===== config.mk =====
export PLATFORM = sky130hd
export DESIGN_NAME = htw_out_buf_flat
export DESIGN_NICKNAME = d
export VERILOG_FILES = /design/src/rtl/core/htw_pkg.sv /design/src/rtl/core/htw_if.sv /design/src/rtl/core/htw_out_buf.sv /design/src/flat_wrapper.sv
export SDC_FILE = /design/constraint.sdc
export NUM_CORES = 1
export LEC_CHECK = 0
export ABC_AREA = 1
export BUFFER_PORTS_ARGS = -buffer_cell sky130_fd_sc_hd__buf_2
export CORE_AREA = 2 2 62 70
export DETAILED_ROUTE_END_ITERATION = 8
export DIE_AREA = 0 0 64 72
export PLACE_DENSITY = 0.79
export SLEW_MARGIN = 30
export SYNTH_ARGS = -nofsm -noshare
export SYNTH_HDL_FRONTEND = slang
export SYNTH_SLANG_ARGS = --single-unit

===== constraint.sdc =====
create_clock -name clk -period 1.3 [get_ports clk]
set_clock_uncertainty 0.05 [all_clocks]
set_input_delay 0.065 -clock clk [delete_from_list [all_inputs] [get_ports clk]]
set_output_delay 0.065 -clock clk [all_outputs]
set_load 0.02 [all_outputs]

===== src/rtl/core/htw_pkg.sv =====
// ----------------------------------------------------------------------------
// htw_pkg
// Shared types, codes and defaults of the hierarchical timing wheel.
// ----------------------------------------------------------------------------
`default_nettype none

package htw_pkg;

  localparam int DEF_TIMER_ENTRIES = 64;
  localparam int DEF_LEVELS        = 5;
  localparam int DEF_WORK_BITS     = 8;
  localparam int DEF_ASSIST_BITS   = 6;

  localparam int MAX_RESULTS = 64;
  localparam int TIME_W      = 48;

  localparam logic [1:0] FN_REGISTER = 2'd0;
  localparam logic [1:0] FN_CANCEL   = 2'd1;
  localparam logic [1:0] FN_TICK     = 2'd2;

  localparam logic [2:0] ST_REGISTERED = 3'd0;
  localparam logic [2:0] ST_POOL_FULL  = 3'd1;
  localparam logic [2:0] ST_CANCELLED  = 3'd2;
  localparam logic [2:0] ST_NOT_FOUND  = 3'd3;
  localparam logic [2:0] ST_FIRED      = 3'd4;
  localparam logic [2:0] ST_TICK_IDLE  = 3'd5;

  typedef struct packed {
    logic [2:0]  status;
    logic [31:0] ident_out;
    logic [15:0] fire_number;
    logic        last_of_run;
  } res_t;

  typedef enum logic [4:0] {
    S_CLEAR, S_IDLE, S_REG_SCAN, S_CAN_RD, S_CAN_CMP, S_UL_RD, S_UL_HEAD,
    S_UL_CHECK, S_UL_STEP, S_UL_FIX, S_DET_RD, S_DET_GOT, S_WALK_RD,
    S_WALK_GOT, S_FIRE_HOLD, S_PLACE, S_APPEND, S_EMIT, S_CAS_NEXT, S_TICK_END
  } state_t;

  typedef enum logic [1:0] {
    MODE_REG, MODE_CASCADE, MODE_FIRE
  } mode_t;

endpackage

`default_nettype wire


===== src/rtl/core/htw_if.sv =====
// ----------------------------------------------------------------------------
// htw_in_if / htw_out_if
// Valid/ready channels for command beats and result beats.
// ----------------------------------------------------------------------------
`default_nettype none


interface htw_out_if;
  logic        valid;
  logic        ready;
  logic [2:0]  status;
  logic [31:0] ident_out;
  logic [15:0] fire_number;
  logic        last_of_run;

  modport source (output valid, status, ident_out, fire_number, last_of_run,
                  input ready);
  modport sink   (input valid, status, ident_out, fire_number, last_of_run,
                  output ready);
endinterface

`default_nettype wire


===== src/rtl/core/htw_out_buf.sv =====
// ----------------------------------------------------------------------------
// htw_out_buf
// One-beat output register between the engine and the result channel.
// ----------------------------------------------------------------------------
`default_nettype none

module htw_out_buf
  import htw_pkg::*;
(
  input  wire logic clk,
  input  wire logic rst_n,
  input  wire logic push,
  input  res_t      push_res,
  output logic      push_ok,
  htw_out_if.source out_bus
);

  logic full_r;
  logic full_nxt;
  res_t data_r;

  assign push_ok  = !full_r || out_bus.ready;
  assign full_nxt = push ? 1'b1 : (full_r && !out_bus.ready);

  always_ff @(posedge clk) begin
    if (!rst_n) begin
      full_r <= 1'b0;
    end else begin
      full_r <= full_nxt;
    end
    if (push) begin
      data_r <= push_res;
    end
  end

  assign out_bus.valid       = full_r;
  assign out_bus.status      = data_r.status;
  assign out_bus.ident_out   = data_r.ident_out;
  assign out_bus.fire_number = data_r.fire_number;
  assign out_bus.last_of_run = data_r.last_of_run;

endmodule

`default_nettype wire


===== src/flat_wrapper.sv =====
// flat-port wrapper written by rule: the top's interface ports become plain ports
module htw_out_buf_flat import htw_pkg::*;
  (clk, rst_n, push, push_res, push_ok, out_bus_valid, out_bus_status, out_bus_ident_out, out_bus_fire_number, out_bus_last_of_run, out_bus_ready);
  htw_out_if out_bus_i ();
  input  wire logic clk;
  input  wire logic rst_n;
  input  wire logic push;
  input  res_t push_res;
  output logic push_ok;
  output wire logic [$bits(out_bus_i.valid)-1:0] out_bus_valid;
  output wire logic [$bits(out_bus_i.status)-1:0] out_bus_status;
  output wire logic [$bits(out_bus_i.ident_out)-1:0] out_bus_ident_out;
  output wire logic [$bits(out_bus_i.fire_number)-1:0] out_bus_fire_number;
  output wire logic [$bits(out_bus_i.last_of_run)-1:0] out_bus_last_of_run;
  input wire logic [$bits(out_bus_i.ready)-1:0] out_bus_ready;
  assign out_bus_valid = out_bus_i.valid;
  assign out_bus_status = out_bus_i.status;
  assign out_bus_ident_out = out_bus_i.ident_out;
  assign out_bus_fire_number = out_bus_i.fire_number;
  assign out_bus_last_of_run = out_bus_i.last_of_run;
  assign out_bus_i.ready = out_bus_ready;
  htw_out_buf u_core (.clk(clk), .rst_n(rst_n), .push(push), .push_res(push_res), .push_ok(push_ok), .out_bus(out_bus_i));
endmodule

Yosys cells after proc, flatten, opt, wreduce, memory -nomap -nowiden
Index checks and enable logic that the tools add are counted.
{ "totals": {"in_bits": 56, "output_inout_bits": 54, "wordCells": 10, "regBits": 53} }
{ "op_classes": {"mux": 1, "n_reduce_logical": 4} }
{ "op_table": {"columns": ["op", "count"], "rows": [
  ["$logic_not A1 Y1", 2],
  ["$logic_and A1 B1 Y1", 1],
  ["$logic_or A1 B1 Y1", 1],
  ["$mux W1", 1]
]} }

Logic depth before layout (Yosys ltp)
Gate-level depths: netlist of the first run.
{ "depth": {"word_depth": 3, "mapped_depth": 3, "depth_no_buf": 3} }

Worst setup path before layout of the first run
Ideal clock, no wire load.
{ "synth_timing": {"path_kind": "reg2reg", "from": "register u_core.full_r (netlist: u_core.out_bus.valid)", "to": "register u_core.full_r (netlist: u_core.out_bus.valid)", "required_time_ps": 1184, "path_stages_with_launch": 3, "t_arrival_ps": 706, "path_buffers": 0, "setup_time_ps": 66, "setup_slack_ps": 478, "period_less_slack_ps": 822, "cell_sequence": "dfxtp_1 -> nand2_2 -> a21oi_2"} }
{ "synth_between": {"elab_chain_len": 2} }
{ "synth_rtl": {"columns": ["element", "line_no", "rtl"], "rows": [
  ["start, declared", "htw_out_buf.sv:18", "logic full_r;"],
  ["start signal, assigned", "htw_out_buf.sv:29", "full_r <= full_nxt;"],
  ["$logic_and A1 B1 Y1", "htw_out_buf.sv:23", "assign full_nxt = push ? 1'b1 : (full_r && !out_bus.ready);"],
  ["$mux W1", "htw_out_buf.sv:23", null]
]} }
No other way between the ends.
A chain may end at the register's enable or synchronous reset.

Worst setup path in the final report of the first run
{ "layout_timing": {"from": "input rst_n", "to": "register u_core.full_r (netlist: u_core.out_bus.valid)"} }
{ "layout_rtl": {"columns": ["element", "line_no", "rtl"], "rows": [
  ["start, declared", "flat_wrapper.sv:6", "input wire logic rst_n;"]
]} }
No word-level cell between the ends.

==> impl_results.md, run 1 <==
- Slowest stage delay, CP: 0.54 ns
- Total gr overflow: 0
- CTS tree: built
- Port bufs: 109
- Top delay family on crit path: buffers and inverters
- Critical path arrival: about 1.4 ns
- CTS buffer count: 5
- Worst Path Required: ~1.5 ns
- ANT cells: 0
- Layout cells sized above 1: 51.95%
- Routed vias/inst: roughly 4.4
- Pint: 2.663 mW
- FMAX: 821.4 MHz
- P_leak: about 1.2 nW
- Routed WL: 4597 um
- Post-Syn Area: 1608 sq um
- Initial Utilization: 41.51%
- Adder-Cell Fraction of Synth Area: 0%
- First-pass DRT Iterations: 4
- # hold bufs at CTS: 54
- Worst Hold Class: in2reg
- Final count of hold timing violations: 0
- Cell mode on critical path: dlygate4sd3_1
- Clock network power share: roughly 26%
- XOR/XNOR share of the synthesized area: 0%
- Final setup viols: 0
- Routed WL per cell: approximately 16 um
- Sw Pwr: 0.8784 mW
- Final Critical Period: 1.217 ns
- Clock Tree Buf Depth: 2
- Residual DRC: 0
- Largest net degree at the start of global routing: 41
- GR Util met2: a little over a third
- RSZ-0062 raised after global routing: no
- Met3 GRT Util: under 10%
- Cell count after synthesis: 58
- Initial DRC count: 29
- Buf/Inv on CP: 4
- Crit-path cells: dlygate4sd3_1 -> buf_2 -> inv_1 -> a21oi_2 -> dlygate4sd3_1
- Combinational share of power: 16.0%
- GR peak layer: met2
- Die Height: 72 um
- # rows: 24
- Setup bufs post-CTS: 0
- Slew @ Worst Pin: 0.2063 ns
- Peak supply drop: between 900 and 1000 uV
- I/O pin total: 110
- Die area: 4608 sq um
- Vias in the first global route: 1,385
- Via count: 1,238
- Cell area power density: ~1200 nW/um^2
- Nets@finish: 286
- Setup crit start kind: primary input
- Syn avg cell area: 27.72 sq um
- MaxCap Viol Count: 0
- CTS H-tree lvls: 2
- Post-synthesis sequential area ratio: 98.37%
- Synth Register Bits: 53
- CTS sink count: 53
- Total Neg Setup Slack: 0 ns
- Critical path type: in2reg
- Post_cts resized: 0
- Reg clk slew, reported paths: 0.10 ns
- Largest fanout on the critical path: 1
- Clk root buf: clkbuf_8
- Compound-Gate Fraction of Synth Area: 0.5447%
- Initial antenna violation count: 0
- Placer Congestion: 0.7175
- First-pass GRT wire length: 6962 um
- Layout Utilization: 74.19%
- Number of distinct library cells after synthesis: 5
- Synth Net Count: 114
- Insertion delay to the later sink of the worst-skew pair: 0.30 ns
- Critical Path End Type: register
- Highest-delay cell along the critical path: dlygate4sd3_1
- Final Max Slew Viols: 0
- Die X-Extent: 64 um
- Synth Area in Simple Gates: 0.3891%
- Post-synthesis mux area share: 0%
- Outcome: finished clean
- Period utilisation layout: 93.65%
- Synth Warn #: 0
- Dominant combinational cell family by area after synthesis: buffers and inverters
- Max-slew headroom: 86.24%
- Total track usage: 21.43%
- P&R area growth vs syn: 78.76%
- Detailed Place HPWL: 2531 um
- Antenna viol nets, final: 0
- Seq pwr share: about 60%
- Core area: 3874 sq um
- Switching share of power: between 20% and 30%
- Grt met1 use: 25.22%
## routing by layer
metal	share of wire [%]	wire, um
met3	9.5	437
met1	38	1724
met5	0	0
met2	51	2324
met4	2.4	111
## cells in the mapped netlist
cell type  instances  area share (%)
edfxtp_1          52              97
a21oi_2            1            0.54
inv_1              3            0.70
nand2_2            1            0.39
dfxtp_1            1             1.2
## metrics by stage
stage	total power, mW	instance area [sq um]	hold WS, ns	worst slack, ns	instances
finish	3.541	2874	0.2049	0.08261	283
global route	3.679	2874	0.2094	0.07293	283
CTS	3.525	2874	0.1820	0.06736	283
detailed placement	2.528	2246	0.1931	0.5136	221
global placement	2.511	2246	0.1920	0.5298	221
floorplan	2.282	1608	0.1139	0.4782	58
## power by group through the flow
stage / Sequential, mW / Clock [mW] / Combinational (mW)
final: 2.06 / 0.909 / 0.568
after global routing: 2.08 / 1.00 / 0.601
after CTS: 2.06 / 0.908 / 0.559
after detailed placement: 2.09 / 0 / 0.434
after global placement: 2.09 / 0 / 0.424
after floorplan: 2.28 / 0 / 0.00727
## layout make-up
type | count | area, sq um
Timing Repair Buffer | 165 | 1114
Inverter | 3 | 11.26
Clock inverter | 2 | 15.01
Clock buffer | 6 | 72.57
Fill cell | 222 | 999.7
Tap cell | 52 | 65.06
Multi-Input combinational cell | 2 | 15.01
Sequential cell | 53 | 1582
## sequential cells by signal, summed over array words and instances, names as in the netlist
name,flops
u_core.out_bus.fire_number,16
u_core.out_bus.ident_out,32
u_core.out_bus.last_of_run,1
u_core.out_bus.status,3
u_core.out_bus.valid,1
## cell families after synthesis
group	count (synthesis)
simple gates	1
flops	53
buf+inv	3
compound gates	1
## cell usage in the layout (no fill, tap or decap)
master	instances
a21oi_2	1
buf_12	1
buf_2	109
buf_4	1
clkbuf_1	1
clkbuf_8	5
clkinvlp_4	2
dfxtp_1	1
dlygate4sd3_1	54
edfxtp_1	52
inv_1	3
nand2_2	1
## final timing paths
| kind | startpoint | slack [ns] | cells past startpoint | to |
|---|---|---|---|---|
| min | push | 0.20 | 2 | u_core.out_bus.ident_out[6]$_DFFE_PP_ |
| min reg2reg | u_core.out_bus.valid$_SDFF_PN0_ | 0.99 | 3 | u_core.out_bus.valid$_SDFF_PN0_ |
| max reg2reg | u_core.out_bus.valid$_SDFF_PN0_ | 0.13 | 3 | u_core.out_bus.valid$_SDFF_PN0_ |
| max | rst_n | 0.08 | 5 | u_core.out_bus.valid$_SDFF_PN0_ |
(Power assumes the default switching activity.)
==> inputs of run 2 (changes only) <==
BUFFER_PORTS_ARGS = -buffer_cell sky130_fd_sc_hd__buf_4   (was -buffer_cell sky130_fd_sc_hd__buf_2)
==> run 2 against run 1 <==
Global-route usage increased by 2.2 points; utilization increased by 7.9 points; non-clock buffer count unchanged; setup slack got worse by 0.042 ns; combinational power increased by 25%; register-to-register slack got worse by 0.04 ns; die area unchanged; routed wire length increased by 13%; hold slack got worse by 0.10 ns; largest cell class unchanged.
==> impl_results.md, run 2 (synthesis gave the netlist of run 1 again) <==
- Outcome: finished clean
- Clock Tree Buf Depth: 2
- First-pass DRT Iterations: 4
- CTS buffer count: 5
- Top delay family on crit path: buffers and inverters
- Vias in the first global route: 1,382
- Max-slew headroom: approximately 84%
- Initial Utilization: 41.51%
- RSZ-0062 raised after global routing: no
- CTS H-tree lvls: 2
- Highest-delay cell along the critical path: dlygate4sd3_1
- MaxCap Viol Count: 0
- Final count of hold timing violations: 0
- Initial antenna violation count: 0
- Routed vias/inst: 4.484
- Placer Congestion: 0.7200
- First-pass GRT wire length: roughly 7700 um
- Die area: 4608 sq um
- Cell area power density: around 1200 nW/um^2
- # rows: 24
- Initial DRC count: 46
- Die X-Extent: ~64 um
- Setup bufs post-CTS: 0
- Residual DRC: 0
- Peak supply drop: 1263 uV
- Worst Path Required: 1.44 ns
- P_leak: 1.360 nW
- Slew @ Worst Pin: approximately 0.24 ns
- Sequential cell area: 1582 sq um
- Critical path type: in2reg
- Total gr overflow: 0
- Largest net degree at the start of global routing: 21
- Post-DP Area: around 2500 sq um
- Routed WL: around 5200 um
- Critical Path End Type: register
- Final Max Slew Viols: 0
- Routed WL per cell: 18.41 um
- I/O pin total: 110
- Largest fanout on the critical path: 1
- ANT cells: 0
- Slowest stage delay, CP: 0.55 ns
- Layout cells sized above 1: 52.38%
- Setup crit start kind: primary input
- Period utilisation layout: approximately 97%
- Buf/Inv on CP: 4
- Total Neg Setup Slack: 0 ns
- Final setup viols: 0
- Max reg flops: 32
- Fillers: 184
- CTS tree: built
- Critical path arrival: 1.40 ns
- Nets@finish: approximately 290
- Crit-path cells: dlygate4sd3_1 -> buf_4 -> inv_2 -> a21oi_2 -> dlygate4sd3_1
- Most frequent cells in the layout: 109 x buf_4, 54 x dlygate4sd3_1, 52 x edfxtp_1
- Via count: 1,269
- Detailed Place HPWL: 2515 um
- Port bufs: 109
- Die Height: 72 um
- CTS sink count: 53
- Final Critical Period: 1.260 ns
- Antenna viol nets, final: 0
- Core area: 3874 sq um
- Multi-input gate area: between 15 and 20 sq um
- Total track usage: a little under a quarter
- Commonest non-fill, non-tap cell in the layout: buf_4
- FMAX: 793.8 MHz
- P&R area growth vs syn: 97.74%
- Worst Hold Class: in2reg
- Final instance area: 3179 sq um
- Clk root buf: clkbuf_8
- Reg clk slew, reported paths: approximately 0.090 ns
- Insertion delay to the later sink of the worst-skew pair: 0.29 ns
- Cell mode on critical path: dlygate4sd3_1
## run 2: final timing paths
check / from / to / slack [ns] / depth (start not counted)
worst min-delay path: push / u_core.out_bus.fire_number[13]$_DFFE_PP_ / 0.10 / 1
worst max register to register: u_core.out_bus.valid$_SDFF_PN0_ / u_core.out_bus.valid$_SDFF_PN0_ / 0.09 / 3
worst max-delay path: rst_n / u_core.out_bus.valid$_SDFF_PN0_ / 0.04 / 5
worst min register to register: u_core.out_bus.valid$_SDFF_PN0_ / u_core.out_bus.valid$_SDFF_PN0_ / 1.02 / 3
## run 2: repair_timing
action	4_1_cts	5_1_grt
resized for setup	0	1
endpoints found under the setup margin	0	1
hold buffers	54	0
hold endpoints to repair	53	0
## run 2: metrics by stage
stage               hold WS, ns  power [mW]  utilization (%)  setup WS [ns]  instances
floorplan                0.1139       2.282                -         0.4782         58
global placement         0.1933       2.645            65.34         0.4519        221
detailed placement       0.1943       2.653            65.34         0.4316        221
CTS                      0.1044       3.811            82.07        0.03965        283
global route             0.1005       3.971            82.07        0.01929        283
finish                   0.1015       3.853            82.07        0.04019        283
## run 2: metal layers
metal	GRT usage (%)	vias to the layer above	wire, um
met4	6.763	0	57
met2	41.09	82	2653
met1	28.57	616	2023
li1	-	567	-
met5	0	-	0
met3	7.132	4	475
## run 2: report_power, final
group,internal (mW),leakage [nW],switching (mW)
sequential,2.02,0.517,0.0480
combinational,0.380,0.787,0.331
clock,0.572,0.0552,0.498
## run 2: layout make-up
cell class | instances | share of cell area [%]
Clock buffer | 6 | 2.283
Clock inverter | 2 | 1.102
Sequential cell | 53 | 49.74
Timing Repair Buffer | 165 | 44.00
Inverter | 3 | 0.3542
Tap cell | 52 | 2.046
Multi-Input combinational cell | 2 | 0.4723
